--- src/rtl/kvlp_pkg.sv ---
// shared types and character constants for the key/value line parser
package kvlp_pkg;

  typedef enum logic [2:0] {
    KIND_NONE  = 3'd0,
    KIND_NAME  = 3'd1,
    KIND_VALUE = 3'd2,
    KIND_ENTRY = 3'd3,
    KIND_ERROR = 3'd4,
    KIND_DONE  = 3'd5
  } kind_e;

  typedef struct packed {
    logic [7:0] in_byte;
    logic       end_of_file;
  } in_word_t;

  typedef struct packed {
    kind_e      kind;
    logic [7:0] out_char;
    logic [4:0] name_length;
    logic [8:0] value_length;
  } out_word_t;

  localparam logic [7:0] CH_SEMI  = 8'h3B;
  localparam logic [7:0] CH_EQ    = 8'h3D;
  localparam logic [7:0] CH_UNDER = 8'h5F;
  localparam logic [7:0] CH_SPACE = 8'h20;
  localparam logic [7:0] CH_TAB   = 8'h09;
  localparam logic [7:0] CH_LF    = 8'h0A;
  localparam logic [7:0] CH_CR    = 8'h0D;
  localparam logic [7:0] CH_VT    = 8'h0B;
  localparam logic [7:0] CH_FF    = 8'h0C;
  localparam logic [7:0] CASE_OFS = 8'h20;

endpackage

--- src/rtl/key_value_line_parser_top.sv ---
// key/value line parser: one text byte or end-of-file mark in, one result word out
//
// Parses NAME=VALUE text lines at one input word per clock while in_stall_o
// is low. Every accepted word gives exactly one result word. The parse step
// is a small state update done in the accept cycle; the result lands in an
// output register backed by a one-entry skid register, so in_stall_o is a
// registered signal and only rises once the output register and the skid
// entry are both full. Throughput is one word per cycle while the output
// side takes words.
module key_value_line_parser_top
  import kvlp_pkg::*;
#(
  parameter int NAME_MAX  = 16,
  parameter int VALUE_MAX = 256
) (
  input  logic      clk_i,
  input  logic      rst_ni,
  input  logic      in_valid_i,
  output logic      in_stall_o,
  input  in_word_t  in_word_i,
  output logic      out_valid_o,
  input  logic      out_stall_i,
  output out_word_t out_word_o
);

  localparam int NW = $clog2(NAME_MAX + 1);
  localparam int VW = $clog2(VALUE_MAX + 1);

  localparam logic [2:0] PH_IDLE    = 3'd0;
  localparam logic [2:0] PH_NAME    = 3'd1;
  localparam logic [2:0] PH_PRESEP  = 3'd2;
  localparam logic [2:0] PH_POSTSEP = 3'd3;
  localparam logic [2:0] PH_VALUE   = 3'd4;
  localparam logic [2:0] PH_COMMENT = 3'd5;
  localparam logic [2:0] PH_ERROR   = 3'd6;

  function automatic logic is_name_char(input logic [7:0] c);
    is_name_char = (c inside {[8'h30:8'h39], [8'h41:8'h5A], [8'h61:8'h7A]})
                   || (c == CH_UNDER);
  endfunction

  function automatic logic is_blank(input logic [7:0] c);
    is_blank = (c == CH_SPACE) || (c == CH_TAB);
  endfunction

  function automatic logic is_eol(input logic [7:0] c);
    is_eol = (c == CH_LF) || (c == CH_CR);
  endfunction

  function automatic logic is_trim_space(input logic [7:0] c);
    is_trim_space = (c inside {CH_SPACE, CH_TAB, CH_VT, CH_FF});
  endfunction

  function automatic logic [7:0] upcase(input logic [7:0] c);
    upcase = (c inside {[8'h61:8'h7A]}) ? (c - CASE_OFS) : c;
  endfunction

  logic [2:0]    phase_q, phase_d;
  logic [NW-1:0] name_cnt_q, name_cnt_d;
  logic [VW-1:0] val_cnt_q, val_cnt_d;
  logic [VW-1:0] trim_cnt_q, trim_cnt_d;

  logic      out_valid_q, skid_valid_q;
  out_word_t out_word_q, skid_word_q;
  out_word_t res;
  logic      in_acc, out_acc;
  logic [7:0] c;

  assign in_acc  = in_valid_i && !skid_valid_q;
  assign out_acc = out_valid_q && !out_stall_i;
  assign c       = in_word_i.in_byte;

  // one parse step
  always_comb begin
    phase_d          = phase_q;
    name_cnt_d       = name_cnt_q;
    val_cnt_d        = val_cnt_q;
    trim_cnt_d       = trim_cnt_q;
    res.kind         = KIND_NONE;
    res.out_char     = 8'd0;
    res.name_length  = 5'd0;
    res.value_length = 9'd0;
    if (in_word_i.end_of_file) begin
      case (phase_q)
        PH_POSTSEP, PH_VALUE: begin
          res.kind         = KIND_ENTRY;
          res.name_length  = 5'(name_cnt_q);
          res.value_length = 9'(trim_cnt_q);
        end
        PH_NAME, PH_PRESEP: res.kind = KIND_ERROR;
        default:            res.kind = KIND_DONE;
      endcase
      phase_d    = PH_IDLE;
      name_cnt_d = '0;
      val_cnt_d  = '0;
      trim_cnt_d = '0;
    end else begin
      case (phase_q)
        PH_IDLE: begin
          if (c == CH_SEMI) begin
            phase_d = PH_COMMENT;
          end else if (is_blank(c) || is_eol(c)) begin
            phase_d = PH_IDLE;
          end else if (is_name_char(c)) begin
            name_cnt_d   = NW'(1);
            val_cnt_d    = '0;
            trim_cnt_d   = '0;
            phase_d      = PH_NAME;
            res.kind     = KIND_NAME;
            res.out_char = upcase(c);
          end else begin
            phase_d  = PH_ERROR;
            res.kind = KIND_ERROR;
          end
        end
        PH_NAME: begin
          if (is_blank(c)) begin
            phase_d = PH_PRESEP;
          end else if (c == CH_EQ) begin
            phase_d = PH_POSTSEP;
          end else if (is_name_char(c)) begin
            // characters past the cap are swallowed
            if (name_cnt_q < NW'(NAME_MAX)) begin
              name_cnt_d   = name_cnt_q + NW'(1);
              res.kind     = KIND_NAME;
              res.out_char = upcase(c);
            end
          end else begin
            phase_d  = PH_ERROR;
            res.kind = KIND_ERROR;
          end
        end
        PH_PRESEP: begin
          if (c == CH_EQ) begin
            phase_d = PH_POSTSEP;
          end else if (!is_blank(c)) begin
            phase_d  = PH_ERROR;
            res.kind = KIND_ERROR;
          end
        end
        PH_POSTSEP, PH_VALUE: begin
          if (is_eol(c)) begin
            res.kind         = KIND_ENTRY;
            res.name_length  = 5'(name_cnt_q);
            res.value_length = 9'(trim_cnt_q);
            phase_d          = PH_IDLE;
          end else if (!(phase_q == PH_POSTSEP && is_blank(c))) begin
            phase_d = PH_VALUE;
            if (val_cnt_q < VW'(VALUE_MAX)) begin
              val_cnt_d = val_cnt_q + VW'(1);
              // trimmed length follows the last non-space byte
              if (!is_trim_space(c)) begin
                trim_cnt_d = val_cnt_q + VW'(1);
              end
              res.kind     = KIND_VALUE;
              res.out_char = c;
            end
          end
        end
        PH_COMMENT: begin
          if (is_eol(c)) begin
            phase_d = PH_IDLE;
          end
        end
        default: phase_d = PH_ERROR;
      endcase
    end
  end

  always_ff @(posedge clk_i or negedge rst_ni) begin
    if (!rst_ni) begin
      phase_q    <= PH_IDLE;
      name_cnt_q <= '0;
      val_cnt_q  <= '0;
      trim_cnt_q <= '0;
    end else if (in_acc) begin
      phase_q    <= phase_d;
      name_cnt_q <= name_cnt_d;
      val_cnt_q  <= val_cnt_d;
      trim_cnt_q <= trim_cnt_d;
    end
  end

  // output register with one skid entry
  always_ff @(posedge clk_i or negedge rst_ni) begin
    if (!rst_ni) begin
      out_valid_q  <= 1'b0;
      skid_valid_q <= 1'b0;
    end else begin
      if (skid_valid_q) begin
        if (out_acc) begin
          out_valid_q  <= 1'b1;
          skid_valid_q <= 1'b0;
        end
      end else if (in_acc) begin
        if (out_valid_q && out_stall_i) begin
          skid_valid_q <= 1'b1;
        end else begin
          out_valid_q <= 1'b1;
        end
      end else if (out_acc) begin
        out_valid_q <= 1'b0;
      end
    end
  end

  always_ff @(posedge clk_i) begin
    if (skid_valid_q) begin
      if (out_acc) begin
        out_word_q <= skid_word_q;
      end
    end else if (in_acc) begin
      if (out_valid_q && out_stall_i) begin
        skid_word_q <= res;
      end else begin
        out_word_q <= res;
      end
    end
  end

  assign in_stall_o  = skid_valid_q;
  assign out_valid_o = out_valid_q;
  assign out_word_o  = out_word_q;

  a_skid_needs_out: assert property (@(posedge clk_i) disable iff (!rst_ni)
    skid_valid_q |-> out_valid_q)
    else $error("skid entry held while output register empty");

  a_eof_to_idle: assert property (@(posedge clk_i) disable iff (!rst_ni)
    (in_acc && in_word_i.end_of_file) |=> (phase_q == PH_IDLE))
    else $error("parser not idle after end of file");

  a_char_zero: assert property (@(posedge clk_i) disable iff (!rst_ni)
    (out_valid_o && out_word_o.kind != KIND_NAME && out_word_o.kind != KIND_VALUE)
    |-> (out_word_o.out_char == 8'd0))
    else $error("character set on a non-character word");

  a_len_zero: assert property (@(posedge clk_i) disable iff (!rst_ni)
    (out_valid_o && out_word_o.kind != KIND_ENTRY)
    |-> (out_word_o.name_length == 5'd0 && out_word_o.value_length == 9'd0))
    else $error("lengths set on a non-entry word");

  a_trim_le_count: assert property (@(posedge clk_i) disable iff (!rst_ni)
    trim_cnt_q <= val_cnt_q)
    else $error("trimmed value length exceeds stored count");

endmodule

--- config.mk ---
export PLATFORM = sky130hd
export DESIGN_NAME = key_value_line_parser_top
export DESIGN_NICKNAME = d
export VERILOG_FILES = /design/src/rtl/kvlp_pkg.sv /design/src/rtl/key_value_line_parser_top.sv
export SDC_FILE = /design/constraint.sdc
export NUM_CORES = 1
export LEC_CHECK = 0
export BUFFER_PORTS_ARGS = -buffer_cell sky130_fd_sc_hd__buf_2
export CORE_MARGIN = 3
export CORE_UTILIZATION = 30
export CTS_CLUSTER_DIAMETER = 200
export CTS_CLUSTER_SIZE = 40
export DETAILED_ROUTE_END_ITERATION = 12
export GPL_ROUTABILITY_DRIVEN = 0
export PLACE_DENSITY_LB_ADDON = 0.15
export REMOVE_ABC_BUFFERS = 1
export SYNTH_ARGS = -nofsm -noshare
export SYNTH_HDL_FRONTEND = slang
export SYNTH_SLANG_ARGS = --single-unit
--- constraint.sdc ---
create_clock -name clk_i -period 3.1 [get_ports clk_i]
set_input_delay 0.465 -clock clk_i [delete_from_list [all_inputs] [get_ports clk_i]]
set_output_delay 0.465 -clock clk_i [all_outputs]
set_load 0.03 [all_outputs]
# Yosys cells after proc, flatten, opt, wreduce, memory -nomap -nowiden
# Index checks and enable logic that the tools add are counted.
[totals]
ff_bits = 78
latchBits = 0
ram_bits = 0
rom_bits = 0
in_bits = 13
out_inout_bits = 27
wordCells = 161
mem_count = 0
[classes]
n_addsub = 3
multipliers = 0
div = 0
magnitude_cmp = 8
n_eq_ne = 32
n_shift = 0
mux = 74
n_bitwise = 1
reduce_logical = 29
[ops]
columns = ["operator", "n"]
rows = [
  ["$mux W9", 13],
  ["$mux W25", 4],
  ["$mux W14", 4],
  ["$mux W3", 17],
  ["$mux W11", 4],
  ["$eq A8 B4 Y1 const B", 5],
  ["$mux W5", 8],
  ["$mux W8", 5],
  ["$ne A3 B3 Y1 const B", 13],
  ["$pmux W9 S2", 2],
  ["$eq A8 B6 Y1 const B", 3],
  ["$pmux W8 S3", 1],
  ["$mux W10", 2],
  ["$reduce_and A9 Y1", 2],
  ["$ge A8 B7 Y1 const B", 2],
  ["$le A8 B7 Y1 const B", 2],
  ["$pmux W3 S5", 1],
  ["$pmux W3 S4", 1],
  ["$pmux W5 S2", 1],
  ["$add A9 B1 Y9 const B", 1],
  ["$lt A9 B9 Y1 const B", 1],
  ["$mux W1", 9],
  ["$reduce_and A3 Y1", 3],
  ["$reduce_bool A3 Y1", 3],
  ["other kinds (25)", 40],
]

# Logic depth before layout (Yosys ltp)
# Gate-level depths: netlist (run 1).
[logic_depth]
ltp_word = 12
mapped_depth = 9
depth_no_buf = 7

# Worst setup path before layout (run 1)
# No wires, ideal clock.
[synth_timing]
path_kind = "flip-flop to flip-flop"
startpoint = "register skid_valid_q, in the netlist in_stall_o"
endpoint = "register out_word_q (netlist bit out_word_o[0]) (enable)"
setup_ps = 415
arrival_time_ps = 2240
t_required_ps = 2685
setup_slack_ps = 444
path_stages_with_launch = 4
n_path_buf = 1
synth_period_minus_slack_ps = 2656
path_cell_list = "dfrtp_1 > clkbuf_1 > a21oi_1 > a21oi_1"
[synth_between]
elab_chain_cells = 4
word_cells_on_any_way = 6
cone_classes = "eq/ne: 2; reduce/logical: 4"
[synth_lines]
columns = ["element", "line", "rtl"]
rows = [
  ["start, declared", "key_value_line_parser_top.sv:63", "logic out_valid_q, skid_valid_q;"],
  ["start signal, assigned", "key_value_line_parser_top.sv:188", "skid_valid_q <= 1'b0;"],
  ["start signal, assigned", "key_value_line_parser_top.sv:193", "skid_valid_q <= 1'b0;"],
  ["start signal, assigned", "key_value_line_parser_top.sv:197", "skid_valid_q <= 1'b1;"],
  ["$logic_not A1 Y1", "key_value_line_parser_top.sv:69", "assign in_acc = in_valid_i && !skid_valid_q;"],
  ["$logic_and A1 B1 Y1", "key_value_line_parser_top.sv:69", ""],
  ["$reduce_bool A2 Y1 (no source line)", "--", ""],
  ["$reduce_and A3 Y1 (no source line) *", "--", ""],
  ["end signal, assigned", "key_value_line_parser_top.sv:210", "out_word_q <= skid_word_q;"],
  ["end signal, assigned", "key_value_line_parser_top.sv:216", "out_word_q <= res;"],
  ["end, declared", "key_value_line_parser_top.sv:64", "out_word_t out_word_q, skid_word_q;"],
]
# Every way passes the cells marked *; elsewhere a longest branch is shown, timed or not.
# A chain may end at the register's enable or synchronous reset.

# Worst setup path after layout (run 1)
[layout_timing]
startpoint = "register phase_q[0]"
endpoint = "register out_word_q (netlist bit out_word_o[19]), data pin"
[layout_between]
elab_chain_cells = 9
word_cells_on_any_way = 13
cone_classes = "eq/ne: 3; mux: 7; reduce/logical: 3"
[layout_lines]
columns = ["element", "line", "rtl"]
rows = [
  ["start, declared", "key_value_line_parser_top.sv:58", "logic [2:0] phase_q, phase_d;"],
  ["start signal, assigned", "key_value_line_parser_top.sv:177", "phase_q <= phase_d;"],
  ["$eq A3 B2 Y1", "key_value_line_parser_top.sv:98, key_value_line_parser_top.sv:147", ""],
  ["$logic_and A1 B1 Y1", "key_value_line_parser_top.sv:147", "end else if (!(phase_q == PH_POSTSEP && is_blank(c))) begin"],
  ["$mux W10", "key_value_line_parser_top.sv:147", ""],
  ["$mux W8", "key_value_line_parser_top.sv:142", "if (is_eol(c)) begin"],
  ["$pmux W8 S3 *", "key_value_line_parser_top.sv:98", "case (phase_q)"],
  ["$mux W8 *", "key_value_line_parser_top.sv:83", "if (in_word_i.end_of_file) begin"],
  ["$mux W25 *", "key_value_line_parser_top.sv:213", "if (out_valid_q && out_stall_i) begin"],
  ["$mux W25 *", "key_value_line_parser_top.sv:212", "end else if (in_acc) begin"],
  ["$mux W25 *", "key_value_line_parser_top.sv:208", "if (skid_valid_q) begin"],
]
# Every way passes the cells marked *; elsewhere a longest branch is shown, timed or not. The select of a mux whose other input is x is not followed.

==> load_flow_metrics.sql, run 1 <==
INSERT INTO impl_metrics (metric_group, metric, value, unit) VALUES
('outcome', 'result_of_the_run', 'finished, final reports clean', ''),
('sta', 'final_max_slew_viol_count', '0', ''),
('global_routing', 'globalRouteOverflowTotal', '0', ''),
('layout', 'layout.nets', '435', ''),
('worst_setup_path', 'cp.arrival', '2.74', 'ns'),
('worst_setup_path', 'path_cells', 'or3_1, a41oi_1, a2bb2oi_1, a211oi_2, o21bai_1, buf_4, o31ai_1', ''),
('die', 'chipWidth', '124.0', 'µm'),
('global_routing', 'antenna_found_initial', '0', ''),
('die', 'std_cell_rows', '42', ''),
('layout', 'final_layout_size_suffix_gt1_share', '24.17', '%'),
('power_and_ir_drop', 'power.total', '0.004293', 'W'),
('worst_setup_path', 'worst-path-buf-inv', '1', ''),
('worst_setup_path', 'worstReg2RegStart', 'phase_q[0]', ''),
('worst_setup_path', 'required', '3.25', 'ns'),
('synthesis', 'ys.flop_type', 'sky130_fd_sc_hd__edfxtp_1', ''),
('sta', 'setup_violations', '0', ''),
('clocking', 'cts.reportedPaths.clkPinSlew', '0.06', 'ns'),
('synthesis', 'asyncSetResetFlopFracSynth', '35.90', '%'),
('worst_setup_path', 'timing.critical_path.slowest_stage_cell', 'sky130_fd_sc_hd__dfrtp_1', ''),
('synthesis', 'syn-instance-count', '375', ''),
('clocking', 'post-cts-setup-buffers', '0', ''),
('sta', 'finalSetupTns', '0', 'ns'),
('clocking', 'cts-root-to-sink-buffers', '2', ''),
('layout', 'antennaDiodeCount', '0', ''),
('power_and_ir_drop', 'cellPowerDensity', '877.5', 'mW/mm²'),
('clocking', 'cts_max_level', '3', ''),
('drt', 'vias_per_cell', '5.090', ''),
('worst_setup_path', 'delay_contributed_by_the_slowest_stage_of_the_critical_path', '0.51', 'ns'),
('placement', 'postPlaceCellArea', '0.004602', 'mm²'),
('worst_setup_path', 'r2r_setup_slack', '0.51', 'ns'),
('die', 'core-area', '0.01345', 'mm²'),
('drt', 'wl_per_cell', '15.53', 'µm'),
('drt', 'routed-via-count', '3044', ''),
('flow_run', 'timing.max_cap.violations', '0', ''),
('global_routing', 'grt_pass1_wl', '15390', 'µm'),
('clocking', 'hold_buffers', '0', ''),
('drt', 'finalWirelength', '9287', 'µm'),
('die', 'start_util', '31.07', '%'),
('sta', 'slew_at_the_pin_with_the_worst_max_slew_slack', '0.6849', 'ns'),
('die', 'pin_count', '40', ''),
('drt', 'drc', '0', ''),
('synthesis', 'ys_seq_area_share', '52.68', '%'),
('sta', 'max_slew_margin', '54.34', '%'),
('worst_setup_path', 'crit_path_end_kind', 'flip-flop', ''),
('global_routing', 'grt_max_degree', '29', ''),
('clocking', 'cts_resized', '0', ''),
('synthesis', 'syn_area_per_cell', '11.15', 'µm²'),
('worst_setup_path', 'critPathCapture', 'out_word_o[19]', ''),
('worst_setup_path', 'critical_path.top_delay_family', 'compound AO/OA/AOI/OAI gates', ''),
('clocking', 'tritoncts', 'yes', ''),
('synthesis', 'count_of_synthesis_stage_warnings_from_yosys', '0', ''),
('sta', 'rsz0062_at_grt', 'no', ''),
('synthesis', 'synth-edff-count', '50', ''),
('die', 'fp.dieArea', '0.01539', 'mm²'),
('clocking', 'numCtsBuffers', '9', ''),
('global_routing', 'globalRouteTotalUtil', '12.91', '%'),
('sta', 'report.final.hold_viol_count', '0', ''),
('sta', 'clock.fmax', '385.9', 'MHz'),
('drt', 'firstDrtPassIters', '4', ''),
('worst_setup_path', 'critical_path_class', 'reg2reg', ''),
('synthesis', 'synthDistinctLibCells', '65', ''),
('clocking', 'cts_root_buf', 'sky130_fd_sc_hd__clkbuf_16', ''),
('hold_path', 'worst_hold_path_type', 'in2async', ''),
('placement', 'port_buffers', '39', ''),
('worst_setup_path', 'timing.critical_path.from_type', 'flip-flop', ''),
('sta', 'fin_worst_skew', '0.006153', 'ns'),
('placement', 'dp_hpwl', '6487', 'µm'),
('worst_setup_path', 'cp_num_cells', '7', ''),
('synthesis', 'post_syn_area', '0.004180', 'mm²'),
('worst_setup_path', 'timing.critical_path.fanout_max', '14', ''),
('sta', 'minimum_clock_period', '2.591', 'ns');
worst reg2reg max path: stages, from the launching register on:
cell and delay, ns:
sky130_fd_sc_hd__dfrtp_1 0.51, sky130_fd_sc_hd__or3_1 0.44, sky130_fd_sc_hd__a41oi_1 0.22, sky130_fd_sc_hd__a2bb2oi_1 0.16, sky130_fd_sc_hd__a211oi_2 0.47, sky130_fd_sc_hd__o21bai_1 0.13
sky130_fd_sc_hd__buf_4 0.20, sky130_fd_sc_hd__o31ai_1 0.26
final cells by class:
type	instances	area, µm²
fillers	1383	8561
flip-flops and latches	78	2202
multi-input cells	264	1849
repair buffers	50	277.8
clock buffers	10	229.0
well taps	176	220.2
clock inverters	6	61.31
inverters	14	52.55
per-layer routing:
layer	global-route usage, %	routed length [µm]	vias to the layer above
met5	0	0	-
met4	6.297	232	0
met3	1.907	479	17
met1	19.32	4559	1441
li1	-	-	1502
met2	18.04	4016	84
report_power, final:
| group | leakage [nW] | switching, W | total (W) | internal (W) |
|---|---|---|---|---|
| clock network | 0.143 | 0.000411 | 0.00103 | 0.000622 |
| registers | 0.858 | 0.000156 | 0.00161 | 0.00146 |
| logic | 1.00 | 0.00109 | 0.00165 | 0.000563 |
cells by family after synthesis:
logic type                 count (synthesis)  synth area share [%]
adders and majority gates                  5                 1.497
xor gates and xnor gates                   5                 1.048
AOI/OAI and AO/OA                         87                 15.89
and+or+nand+nor                          134                 16.91
muxes                                     33                 8.800
DFF                                       78                 52.68
buffers and inverters                     33                 3.173
cell usage after synthesis (6+ instances only):
library cell               number  area share, %
sky130_fd_sc_hd__nor2_1        34            3.1
sky130_fd_sc_hd__o21ai_0       12            1.4
sky130_fd_sc_hd__a21o_1         6            1.1
sky130_fd_sc_hd__nand3_1       13            1.6
sky130_fd_sc_hd__o31ai_1       16            2.9
sky130_fd_sc_hd__a21oi_1       13            1.6
sky130_fd_sc_hd__buf_2          7           0.84
sky130_fd_sc_hd__inv_1         13            1.2
sky130_fd_sc_hd__clkbuf_1      12            1.1
sky130_fd_sc_hd__mux2_2        25            6.7
sky130_fd_sc_hd__dfrtp_1       28             17
sky130_fd_sc_hd__nand2_1       27            2.4
sky130_fd_sc_hd__and2_1        14            2.1
sky130_fd_sc_hd__nor2b_1        6           0.90
sky130_fd_sc_hd__edfxtp_1      50             36
sky130_fd_sc_hd__nor3_1         7           0.84
how the worst min path moves through the flow:
stage	end	slack [ns]	cells after the start
4_1_cts	trim_cnt_q[0]	0.18	1
3_3_place_gp	trim_cnt_q[0]	0.48	1
5_1_grt	val_cnt_q[1]	0.22	1
3_5_place_dp	trim_cnt_q[0]	0.48	1
6_report	trim_cnt_q[2]	0.17	1
2_1_floorplan	in_stall_o	0.17	0
metrics by stage:
stage               utilization (%)  worst slack (ns)  std cells  hold WS, ns
finish                        36.37            0.5087        598       0.1749
global route                  36.37            0.3217        598       0.2206
CTS                           36.37            0.5062        598       0.1829
detailed placement            34.21            0.2972        582       0.4772
global placement              34.21            0.3366        582       0.4758
floorplan                         -            0.2839        356       0.1694
layout by cell type (no fill, tap or decap), drive strengths merged, types with 4 or more instances in the layout:
cell type	netlist	final
edfxtp	50	50
and2	14	14
nand3	13	13
or3	5	5
inv	14	15
and3	5	5
a21oi	13	13
o21ai	15	15
o31ai	17	17
a31oi	4	4
clkbuf	12	10
nor2b	6	6
dfrtp	28	28
buf	7	50
ha	5	5
nor3b	4	4
nor3	7	7
nand2	27	27
a21o	6	6
nor2	34	34
mux2	30	30
state kept, by name, indices dropped and copies added (netlist names):
register,flops
in_stall_o,1
name_cnt_q,5
out_valid_o,1
out_word_o,25
phase_q,3
skid_word_q,25
trim_cnt_q,9
val_cnt_q,9
No activity file was read; power rests on OpenSTA's default activity.
==> run 2, diff against run 1 <==
==> constraint.sdc (replaced) <==
create_clock -name clk_i -period 2.2 [get_ports clk_i]
set_input_delay 0.33 -clock clk_i [delete_from_list [all_inputs] [get_ports clk_i]]
set_output_delay 0.33 -clock clk_i [all_outputs]
set_load 0.03 [all_outputs]
==> run 2 against run 1 <==
  * Die area unchanged
  * Maximum frequency up 22%
  * Flip-flop and latch count is the same
  * Power grew 51%
  * Sequential share of layout area shrank 4.5 points
  * Critical path depth did not move
  * Wire length grew 7.2%
==> load_flow_metrics.sql, run 2 (synthesis results as in run 1) <==
INSERT INTO impl_metrics (metric_group, metric, value, unit) VALUES
('die', 'start_util', '31.07', '%'),
('die', 'pin_count', '40', ''),
('global_routing', 'antenna_found_initial', '0', ''),
('sta', 'fin_worst_skew', '0.008303', 'ns'),
('clocking', 'tritoncts', 'yes', ''),
('global_routing', 'grt_pass1_wl', '16120', 'µm'),
('global_routing', 'globalRouteOverflowTotal', '0', ''),
('sta', 'clock.fmax', '469.2', 'MHz'),
('clocking', 'cts_root_buf', 'sky130_fd_sc_hd__clkbuf_16', ''),
('die', 'fp.dieArea', '0.01539', 'mm²'),
('sta', 'final_worst_setup_slack', '0.06868', 'ns'),
('sta', 'rsz0062_at_grt', 'yes', ''),
('drt', 'antenna_left', '0', ''),
('layout', 'final_cell_count_no_fill', '655', ''),
('clocking', 'clk_latency', '0.33', 'ns'),
('placement', 'port_buffers', '39', ''),
('global_routing', 'globalRouteTotalUtil', '13.29', '%'),
('sta', 'final_max_slew_viol_count', '0', ''),
('worst_setup_path', 'crit_start', 'phase_q[0]', ''),
('sta', 'minimum_clock_period', '2.131', 'ns'),
('worst_setup_path', 'delay_contributed_by_the_slowest_stage_of_the_critical_path', '0.41', 'ns'),
('worst_setup_path', 'timing.critical_path.fanout_max', '3', ''),
('placement', 'dp_worst_setup_slack', '-0.3742', 'ns'),
('worst_setup_path', 'cp.arrival', '2.28', 'ns'),
('placement', 'dp_hpwl', '7232', 'µm'),
('worst_setup_path', 'crit_path_end_kind', 'flip-flop', ''),
('drt', 'routed-via-count', '3302', ''),
('worst_setup_path', 'path_cells', 'or3_1, a41oi_2, a2bb2oi_2, buf_4, a2111oi_0, a211oi_1, o31ai_1', ''),
('sta', 'finalSetupTns', '0', 'ns'),
('power_and_ir_drop', 'p_leak', '2.292', 'nW'),
('worst_setup_path', 'timing.critical_path.slowest_stage_cell', 'sky130_fd_sc_hd__or3_1', ''),
('sta', 'max_slew_margin', '54.47', '%'),
('sta', 'timing.final.crit_share', '96.88', '%'),
('clocking', 'post-cts-setup-buffers', '0', ''),
('drt', 'drt_first_iter_violations', '247', ''),
('placement', 'dpl.cell_count', '638', ''),
('sta', 'setup_violations', '0', ''),
('sta', 'report.final.hold_viol_count', '0', ''),
('layout', 'commonest_non_fill_non_tap_cells_in_the_layout', '65 x sky130_fd_sc_hd__buf_4, 50 x sky130_fd_sc_hd__edfxtp_1, 39 x sky130_fd_sc_hd__buf_2', ''),
('drt', 'finalWirelength', '9956', 'µm'),
('global_routing', 'via_count_of_the_first_global_routing_pass', '3086', ''),
('worst_setup_path', 'timing.critical_path.from_type', 'flip-flop', ''),
('clocking', 'numCtsBuffers', '9', ''),
('drt', 'drc', '0', ''),
('layout', 'most_common_library_cell_in_the_layout_ignoring_fill_and_taps', 'sky130_fd_sc_hd__buf_4', ''),
('worst_setup_path', 'critical_path_class', 'reg2reg', ''),
('global_routing', 'grt_max_degree', '29', ''),
('clocking', 'cts_max_level', '3', ''),
('die', 'floorplan.die.height', '124.0', 'µm'),
('hold_path', 'worst_hold_path_type', 'in2async', ''),
('drt', 'wl_per_cell', '15.20', 'µm'),
('layout', 'final_layout_size_suffix_gt1_share', '35.70', '%'),
('drt', 'vias_per_cell', '5.041', ''),
('die', 'chipWidth', '124.0', 'µm'),
('layout', 'antennaDiodeCount', '0', ''),
('clocking', 'numClockSinks', '78', ''),
('die', 'std_cell_rows', '42', ''),
('worst_setup_path', 'worstReg2RegStart', 'phase_q[0]', ''),
('outcome', 'result_of_the_run', 'finished, final reports clean', ''),
('die', 'core-area', '0.01345', 'mm²'),
('power_and_ir_drop', 'ir_drop', '0.4211', 'mV'),
('power_and_ir_drop', 'cellPowerDensity', '1196', 'mW/mm²'),
('worst_setup_path', 'required', '2.35', 'ns'),
('sta', 'slew_at_the_pin_with_the_worst_max_slew_slack', '0.6830', 'ns'),
('worst_setup_path', 'worst-path-buf-inv', '1', ''),
('clocking', 'cts-root-to-sink-buffers', '2', ''),
('drt', 'firstDrtPassIters', '4', ''),
('layout', 'layout.nets', '492', ''),
('flow_run', 'timing.max_cap.violations', '0', ''),
('clocking', 'cts.reportedPaths.clkPinSlew', '0.06', 'ns'),
('worst_setup_path', 'critical_path.top_delay_family', 'compound AO/OA/AOI/OAI gates', ''),
('layout', 'area.growth.synth_to_final', '29.87', '%');
run 2: changes by cell type in the layout (fill, tap and decap cells not counted), moves of 3 or more:
cell	change
sky130_fd_sc_hd__o31ai_1	-7
sky130_fd_sc_hd__o31ai_2	+6
sky130_fd_sc_hd__buf_4	+54
sky130_fd_sc_hd__clkinv_2	-3
run 2: final timing paths:
kind,cells after the start,slack (ns),endpoint
setup / recovery,7,0.07,out_word_o[20]
hold / removal,1,0.04,name_cnt_q[3]
setup reg to reg,7,0.07,out_word_o[20]
hold reg to reg,1,0.49,trim_cnt_q[4]
max in group asynchronous,1,1.72,name_cnt_q[2]
min in group clk_i,3,0.28,in_stall_o
run 2: layout make-up:
cell class,count,area [µm²]
clock inverter,5,58.81
multi-input combinational,265,1948
timing repair buffer,106,714.4
clock buffer,11,232.7
tap,176,220.2
sequential,78,2202
inverter,14,52.55
fill,1307,8024
run 2: repair_timing:
| action | in CTS | in global routing |
|---|---|---|
| gates resized for setup | 0 | 17 |
| hold buffers | 0 | 0 |
| endpoints found under the hold margin | 0 | 0 |
| endpoints found under the setup margin | 0 | 38 |
run 2: power by group:
group	internal [W]	leakage, nW	switching, W	total [W]
Clock	0.000882	0.138	0.000585	0.00147
Sequential	0.00205	0.858	0.000142	0.00220
Combinational	0.00110	1.30	0.00173	0.00283
run 2: through the flow:
stage,util [%],area (µm²),hold WS [ns],power [W]
floorplan,-,4100,0.03441,0.003875
global placement,37.43,5035,0.4099,0.004947
detailed placement,37.43,5035,0.4212,0.004947
CTS,39.59,5326,0.05939,0.006431
global route,40.36,5429,0.09691,0.006899
finish,40.36,5429,0.03732,0.006495
run 2: metal layers:
metal  global-route usage, %  share of wire, %  vias to the layer above
met5                       0                 0                        -
met4                   4.449               1.5                        0
met3                   2.452               3.4                       13
met2                   19.76                46                       66
met1                   19.42                49                     1595
li1                        -                 -                     1628
